===== config.mk =====
export PLATFORM = sky130hd
export DESIGN_NAME = voltage_readout_serializer_core
export DESIGN_NICKNAME = d
export VERILOG_FILES = /design/src/rtl/vrs_pkg.sv /design/src/rtl/vrs_digitizer.sv /design/src/rtl/vrs_serializer.sv /design/src/rtl/voltage_readout_serializer_core.sv
export SDC_FILE = /design/constraint.sdc
export NUM_CORES = 1
export LEC_CHECK = 0
export BUFFER_PORTS_ARGS = -buffer_cell sky130_fd_sc_hd__buf_4
export CORE_ASPECT_RATIO = 0.7
export CORE_MARGIN = 2
export CORE_UTILIZATION = 50
export CTS_CLUSTER_SIZE = 10
export DETAILED_ROUTE_END_ITERATION = 10
export PLACE_DENSITY = 0.69
export RECOVER_POWER = 25
export SYNTH_ARGS = -nofsm -noshare
export SYNTH_HDL_FRONTEND = slang
export SYNTH_SLANG_ARGS = --single-unit

===== constraint.sdc =====
create_clock -name i_clk -period 8 [get_ports i_clk]
set_clock_uncertainty 0.1 [all_clocks]
set_input_delay 0 -clock i_clk [delete_from_list [all_inputs] [get_ports i_clk]]
set_output_delay 0 -clock i_clk [all_outputs]
set_load 0.005 [all_outputs]

===== src/rtl/vrs_pkg.sv =====
// Shared types and constants for the voltage readout serializer.
`timescale 1ns / 1ps

package vrs_pkg;

    localparam int SAMPLE_W = 8;
    localparam int CHAR_W   = 8;
    localparam int DIGIT_W  = 4;

    // floor(100*v/51) == (v * SCALE_MUL) >> SCALE_SHIFT for every 8-bit v
    localparam int SCALE_SHIFT = 20;
    localparam int SCALE_MUL   = 2056100;
    localparam int PROD_W      = 29;
    localparam int HUND_W      = 9;

    localparam logic [CHAR_W-1:0] CH_ZERO  = 8'h30;
    localparam logic [CHAR_W-1:0] CH_DOT   = 8'h2E;
    localparam logic [CHAR_W-1:0] CH_V     = 8'h76;
    localparam logic [CHAR_W-1:0] CH_COMMA = 8'h2C;
    localparam logic [CHAR_W-1:0] CH_SPACE = 8'h20;
    localparam logic [CHAR_W-1:0] CH_CR    = 8'h0D;

    localparam int LINE_LEN = 13;
    localparam int POS_W    = 4;

    typedef struct packed {
        logic [DIGIT_W-1:0] units;
        logic [DIGIT_W-1:0] tenths;
        logic [DIGIT_W-1:0] hund;
    } t_digits;

endpackage


===== src/rtl/vrs_digitizer.sv =====
// Scale one converter sample to hundredths of a volt and split it into digits.
`timescale 1ns / 1ps

module vrs_digitizer
    import vrs_pkg::*;
(
    input  logic [SAMPLE_W-1:0] i_sample,
    output t_digits             o_digits
);

    logic [PROD_W-1:0]  prod;
    logic [HUND_W-1:0]  h;
    logic [HUND_W-1:0]  rem_h;
    logic [6:0]         rem_t;
    logic [DIGIT_W-1:0] units;
    logic [DIGIT_W-1:0] tenths;

    assign prod = PROD_W'(i_sample) * PROD_W'(SCALE_MUL);
    assign h    = prod[PROD_W-1:SCALE_SHIFT];

    // units: largest k with h >= 100*k
    always_comb begin
        units = '0;
        for (int k = 1; k <= 5; k++) begin
            if (h >= HUND_W'(k * 100)) begin
                units = DIGIT_W'(k);
            end
        end
    end

    assign rem_h = h - HUND_W'(units * 7'd100);
    assign rem_t = rem_h[6:0];

    always_comb begin
        tenths = '0;
        for (int k = 1; k <= 9; k++) begin
            if (rem_t >= 7'(k * 10)) begin
                tenths = DIGIT_W'(k);
            end
        end
    end

    assign o_digits.units  = units;
    assign o_digits.tenths = tenths;
    assign o_digits.hund   = DIGIT_W'(rem_t - 7'(tenths * 4'd10));

endmodule


===== src/rtl/vrs_serializer.sv =====
// Character sequencer that walks one report line out per loaded sample pair.
`timescale 1ns / 1ps

module vrs_serializer
    import vrs_pkg::*;
(
    input  logic              i_clk,
    input  logic              i_rst_n,
    input  logic              i_load_valid,
    output logic              o_load_ready,
    input  t_digits           i_first,
    input  t_digits           i_second,
    output logic              o_valid,
    input  logic              i_ready,
    output logic [CHAR_W-1:0] o_char,
    output logic              o_last
);

    localparam logic [POS_W-1:0] POS_U1    = 4'd0;
    localparam logic [POS_W-1:0] POS_DOT1  = 4'd1;
    localparam logic [POS_W-1:0] POS_T1    = 4'd2;
    localparam logic [POS_W-1:0] POS_H1    = 4'd3;
    localparam logic [POS_W-1:0] POS_V1    = 4'd4;
    localparam logic [POS_W-1:0] POS_COMMA = 4'd5;
    localparam logic [POS_W-1:0] POS_SPACE = 4'd6;
    localparam logic [POS_W-1:0] POS_U2    = 4'd7;
    localparam logic [POS_W-1:0] POS_DOT2  = 4'd8;
    localparam logic [POS_W-1:0] POS_T2    = 4'd9;
    localparam logic [POS_W-1:0] POS_H2    = 4'd10;
    localparam logic [POS_W-1:0] POS_V2    = 4'd11;
    localparam logic [POS_W-1:0] POS_CR    = POS_W'(LINE_LEN - 1);

    logic             r_busy, n_busy;
    logic [POS_W-1:0] r_pos, n_pos;
    t_digits          r_first, r_second;
    logic             take;
    logic             load;

    assign take         = r_busy && i_ready;
    assign o_load_ready = !r_busy || (take && r_pos == POS_CR);
    assign load         = i_load_valid && o_load_ready;

    always_comb begin
        n_busy = r_busy;
        n_pos  = r_pos;
        if (load) begin
            n_busy = 1'b1;
            n_pos  = POS_U1;
        end else if (take) begin
            if (r_pos == POS_CR) begin
                n_busy = 1'b0;
            end else begin
                n_pos = r_pos + 1'b1;
            end
        end
    end

    always_ff @(posedge i_clk) begin
        if (!i_rst_n) begin
            r_busy <= 1'b0;
            r_pos  <= POS_U1;
        end else begin
            r_busy <= n_busy;
            r_pos  <= n_pos;
        end
    end

    always_ff @(posedge i_clk) begin
        if (load) begin
            r_first  <= i_first;
            r_second <= i_second;
        end
    end

    always_comb begin
        unique case (r_pos)
            POS_U1:    o_char = CH_ZERO + CHAR_W'(r_first.units);
            POS_DOT1:  o_char = CH_DOT;
            POS_T1:    o_char = CH_ZERO + CHAR_W'(r_first.tenths);
            POS_H1:    o_char = CH_ZERO + CHAR_W'(r_first.hund);
            POS_V1:    o_char = CH_V;
            POS_COMMA: o_char = CH_COMMA;
            POS_SPACE: o_char = CH_SPACE;
            POS_U2:    o_char = CH_ZERO + CHAR_W'(r_second.units);
            POS_DOT2:  o_char = CH_DOT;
            POS_T2:    o_char = CH_ZERO + CHAR_W'(r_second.tenths);
            POS_H2:    o_char = CH_ZERO + CHAR_W'(r_second.hund);
            POS_V2:    o_char = CH_V;
            POS_CR:    o_char = CH_CR;
            default:   o_char = CH_CR;
        endcase
    end

    assign o_valid = r_busy;
    assign o_last  = (r_pos == POS_CR);

endmodule


===== src/rtl/voltage_readout_serializer_core.sv =====
// Top level of the voltage readout serializer: digit register and line sequencer.
`timescale 1ns / 1ps

// Usage
//   Input channel (i_in_valid / o_in_ready) carries one transaction per pair of
//   8-bit converter samples. Output channel (o_out_valid / i_out_ready) carries
//   one ASCII character per transaction, 13 per pair:
//     U '.' T H 'v' ',' ' ' U '.' T H 'v' CR
//   with o_last_char high on the closing carriage return. Each sample reads as
//   floor(100*v/51) hundredths of a volt.
// Start-up: with the sequencer idle, an accepted pair is first registered in the
//   digit register, which then loads the sequencer; the sequencer then offers
//   the first character of the line.
// Pacing: set by the single character port of the sequencer, which advances
//   only when i_out_ready takes a character. One pair waits in the digit
//   register while a line drains; the next follows the CR without a gap.
// Reset: i_rst_n low on a clock edge empties both stages; no output is offered.
// Stall: with i_out_ready low the current character holds; once the digit
//   register is full, o_in_ready drops until the sequencer takes its contents.
module voltage_readout_serializer_core
    import vrs_pkg::*;
(
    input  logic                i_clk,
    input  logic                i_rst_n,
    input  logic                i_in_valid,
    output logic                o_in_ready,
    input  logic [SAMPLE_W-1:0] i_sample_one,
    input  logic [SAMPLE_W-1:0] i_sample_two,
    output logic                o_out_valid,
    input  logic                i_out_ready,
    output logic [CHAR_W-1:0]   o_char_out,
    output logic                o_last_char
);

    t_digits digits_one, digits_two;
    t_digits r_digits_one, r_digits_two;
    logic    r_hold_valid, n_hold_valid;
    logic    seq_ready;
    logic    in_take;

    // Convert both samples straight off the input port
    vrs_digitizer u_dig_one (
        .i_sample (i_sample_one),
        .o_digits (digits_one)
    );

    vrs_digitizer u_dig_two (
        .i_sample (i_sample_two),
        .o_digits (digits_two)
    );

    // Digit register: accept when empty or when the sequencer drains it now
    assign o_in_ready = !r_hold_valid || seq_ready;
    assign in_take    = i_in_valid && o_in_ready;

    always_comb begin
        n_hold_valid = r_hold_valid;
        if (in_take) begin
            n_hold_valid = 1'b1;
        end else if (seq_ready) begin
            n_hold_valid = 1'b0;
        end
    end

    always_ff @(posedge i_clk) begin
        if (!i_rst_n) begin
            r_hold_valid <= 1'b0;
        end else begin
            r_hold_valid <= n_hold_valid;
        end
    end

    // Hold digits until the sequencer loads them
    always_ff @(posedge i_clk) begin
        if (in_take) begin
            r_digits_one <= digits_one;
            r_digits_two <= digits_two;
        end
    end

    // Walk the line out one character per output transaction
    vrs_serializer u_seq (
        .i_clk        (i_clk),
        .i_rst_n      (i_rst_n),
        .i_load_valid (r_hold_valid),
        .o_load_ready (seq_ready),
        .i_first      (r_digits_one),
        .i_second     (r_digits_two),
        .o_valid      (o_out_valid),
        .i_ready      (i_out_ready),
        .o_char       (o_char_out),
        .o_last       (o_last_char)
    );

endmodule

==> flow_summary_export.csv <==
group,metric,value,unit
timing,final_min_period_over_clock_period,95.4,%
critical_path,critical_path.max_stage_delay,0.58,ns
routing,initialDrtViolationCount,430,
synth,synth_cells,915,
floorplan,floorplan.initialDensity,51.6,%
global_route,grt-ovfl-total,0,
critical_path,critical_path_required,7.94,ns
timing,setup_total_negative_slack,0,ns
critical_path,timing.setup.critical_path_class,"in -> reg",
clock_network,cts.sink_count,50,
routing,vias,6621,
timing,setup_viol,0,
critical_path,critical_path.max_fanout,5,
flow_run,drv.max_cap_violation_count,0,
floorplan,die-area,18100,sq um
final_layout,regArea,1440,sq um
synth,synth-main-ff-cell,"sky130_fd_sc_hd__edfxtp_1",
floorplan,die_y,113,um
clock_network,tritoncts_clock_tree,"yes",
critical_path,worst_r2r_endpoint,"u_seq.r_pos[1]",
global_route,first_global_vias,6534,
global_route,grt_first_pass_wirelength,31.3,mm
timing,slew_headroom,22.3,%
synth,ys_seq_elements,50,
synth,synth.cell_area,8510,sq um
synth,synth_area_per_cell,9.30,sq um
critical_path,crit_start,"i_sample_one[5]",
routing,drt_drc_violations_left,0,
clock_network,tritoncts_buffers,5,
synth,yosys-top-cells-area,"sky130_fd_sc_hd__fa_1, sky130_fd_sc_hd__ha_1, sky130_fd_sc_hd__edfxtp_1, sky130_fd_sc_hd__inv_1, sky130_fd_sc_hd__a21oi_1",
min_path,hold_path_depth,5,
synth,async_reset_ff_share,0,%
synth,post-synth-top-count-cell,"sky130_fd_sc_hd__inv_1",
final_layout,area_growth,14.3,%
clock_network,clkSlewWorstSetupHoldPaths,0.06,ns
floorplan,design.portCount,31,
min_path,min_to,"u_seq.r_pos[0]",
min_path,holdCritStartpoint,"i_out_ready",
critical_path,crit-reg2reg-launch,"u_seq.r_pos[0]",
critical_path,crit_slowest_cell,"sky130_fd_sc_hd__fa_2",
final_layout,post_route_cells_drive_above_1_share,14.9,%
final_layout,fill_cells,1439,
synth,yosys_warnings,0,
min_path,timing.hold.worst.class,"in -> reg",
synth,yosysTopAreaCell,"sky130_fd_sc_hd__fa_1",
critical_path,critPathArrivalTime,7.57,ns
final_layout,final-instance-count-excl-fill,1215,
global_route,pin_count_of_the_biggest_net_entering_global_routing,24,
routing,totalWireLength,18.7,mm
synth,synth_sequential_area_ratio,16.9,%
critical_path,endpoint_kind,"flip-flop",
synth,netlist_cell_types,79,
timing,least_margin_pin_slew,1.16,ns
timing,finalHoldViolCount,0,
critical_path,startpoint_type,"input pin",
synth,number_of_flops_mapped_to_enable_cells_by_yosys,44,
critical_path,setup.reg_to_reg.worst_slack,5.25,ns
floorplan,core.rowCount,39,
routing,drt_pass1_iterations,7,
place,buffer_ports.inserted,29,
clock_network,clkLatencyLatePin,0.29,ns
synth,post_syn_nets,1151,
timing,achievable-frequency,131,MHz
timing,fin_hold_ws,0.0830,ns
critical_path,r2r_cells,7,
routing,avgRoutedWirePerCell,15.4,um
final_layout,layout.nets,1225,
clock_network,clock_tree.root_cell,"sky130_fd_sc_hd__clkbuf_16",
final_layout,multi_input_area,6440,sq um
clock_network,cts.htree.levels,2,
place,placedCellCount,1200,
place,dp_hpwl,15.7,mm
final_layout,diodes,0,
global_route,grt_antenna_before_repair,0,
synth,synth.top_cells.by_count,"sky130_fd_sc_hd__inv_1, sky130_fd_sc_hd__ha_1, sky130_fd_sc_hd__fa_1",
routing,vias_per_cell,5.45,
timing,report.final.slew_viol_count,0,
routing,ant_nets,0,
run_status,outcome,"finished, final reports clean",
clock_network,ctsLongestPathBuffers,2,
synth,yosysTopAreaCellShare,23.5,%
timing,layout_min_cycle_time,7.63,ns
floorplan,chipWidth,160,um
global_route,grt.total_usage,21.1,%
floorplan,design.core.area,16500,sq um
place,gp_congestion,0.891,
final cells by class:
cell class / count / area share, %
sequential: 50 / 14.8
timing repair buffer: 88 / 6.85
clock buffer: 5 / 1.29
tap: 225 / 2.90
clock inverter: 3 / 0.463
multi-input combinational: 653 / 66.3
inverter: 191 / 7.40
worst max path at each step:
| stage | end |
|---|---|
| 6_report | r_digits_one[3] |
| 5_1_grt | r_digits_one[3] |
| 2_1_floorplan | r_digits_one[3] |
| 3_3_place_gp | r_digits_one[3] |
| 3_5_place_dp | r_digits_one[3] |
| 4_1_cts | r_digits_one[3] |
stage by stage:
stage,utilization [%],setup slack (ns),instance area (sq um)
after floorplan,-,0.00198,8520
after global placement,56.5,0.0456,9320
after detailed placement,56.5,-0.130,9320
after CTS,57.7,0.164,9510
after global routing,59.0,-0.0743,9720
final,59.0,0.368,9720
critical path: cells and delay by family:
kind	cells	cell delay, ns
fa+ha+maj	9	3.60
xor+xnor	4	0.50
simple gates	7	1.38
compound gates	10	1.84
buf+inv	4	0.29
timing repair:
action                                  4_1_cts  5_1_grt
setup buffers                                 0        5
endpoints found under the hold margin         6        0
hold buffers                                  2        0
endpoints found under the setup margin        0        3
gates resized for setup                       0       39
cells by family (layout without fill, tap and decap cells):
kind of cell             Yosys count  count (layout)  share of synthesized area (%)
adder cells (fa/ha/maj)          217             217                           40.7
buffers and inverters            212             287                           9.44
AO/OA/AOI/OAI                    207             207                           16.7
AND/OR/NAND/NOR                  186             186                           11.3
flip-flops                        50              50                           16.9
XOR/XNOR                          33              33                           3.57
multiplexers                       9               9                           1.21
other                              1               1                         0.0441
cells in the final DEF (no fill, tap or decap), types with 4 or more instances in the layout:
cell,synthesis,layout
sky130_fd_sc_hd__a211oi_1,6,6
sky130_fd_sc_hd__a21o_1,24,24
sky130_fd_sc_hd__a21oi_1,55,54
sky130_fd_sc_hd__a31oi_1,8,8
sky130_fd_sc_hd__and2_1,13,12
sky130_fd_sc_hd__and3_1,8,8
sky130_fd_sc_hd__and4_1,5,5
sky130_fd_sc_hd__buf_4,1,84
sky130_fd_sc_hd__clkbuf_16,0,5
sky130_fd_sc_hd__dfxtp_1,6,6
sky130_fd_sc_hd__edfxtp_1,44,44
sky130_fd_sc_hd__fa_1,100,95
sky130_fd_sc_hd__fa_2,0,5
sky130_fd_sc_hd__ha_1,116,108
sky130_fd_sc_hd__ha_2,0,4
sky130_fd_sc_hd__ha_4,0,4
sky130_fd_sc_hd__inv_1,190,183
sky130_fd_sc_hd__inv_2,0,6
sky130_fd_sc_hd__mux2i_1,4,4
sky130_fd_sc_hd__nand2_1,43,43
sky130_fd_sc_hd__nand2b_1,5,5
sky130_fd_sc_hd__nand3_1,20,19
sky130_fd_sc_hd__nand3b_1,5,5
sky130_fd_sc_hd__nand4_1,8,8
sky130_fd_sc_hd__nor2_1,44,43
sky130_fd_sc_hd__nor2b_1,7,6
sky130_fd_sc_hd__nor3_1,9,9
sky130_fd_sc_hd__nor4_1,4,4
sky130_fd_sc_hd__o211ai_1,13,13
sky130_fd_sc_hd__o21a_1,10,10
sky130_fd_sc_hd__o21ai_0,35,32
sky130_fd_sc_hd__o21ai_1,3,5
sky130_fd_sc_hd__o21bai_1,5,5
sky130_fd_sc_hd__or3_1,5,5
sky130_fd_sc_hd__xnor2_1,18,16
sky130_fd_sc_hd__xnor2_2,2,4
sky130_fd_sc_hd__xor2_1,13,11
registers in the layout (all words and copies together), names as in the netlist:
name            count
u_seq.o_valid       1
r_digits_one       11
r_digits_two       11
u_seq.r_first      11
u_seq.r_second     11
r_hold_valid        1
u_seq.r_pos         4
layer usage:
metal | vias up | track usage (%) | share of wire [%]
met5 | - | 0 | 0
met4 | 0 | 2.58 | 0.77
met3 | 15 | 3.12 | 4.8
met2 | 139 | 32.5 | 43
met1 | 3192 | 32.5 | 51
li1 | 3275 | - | -
Power is not shown: default switching activity piles up to over one toggle a cycle in this logic, so the estimate is an artifact.
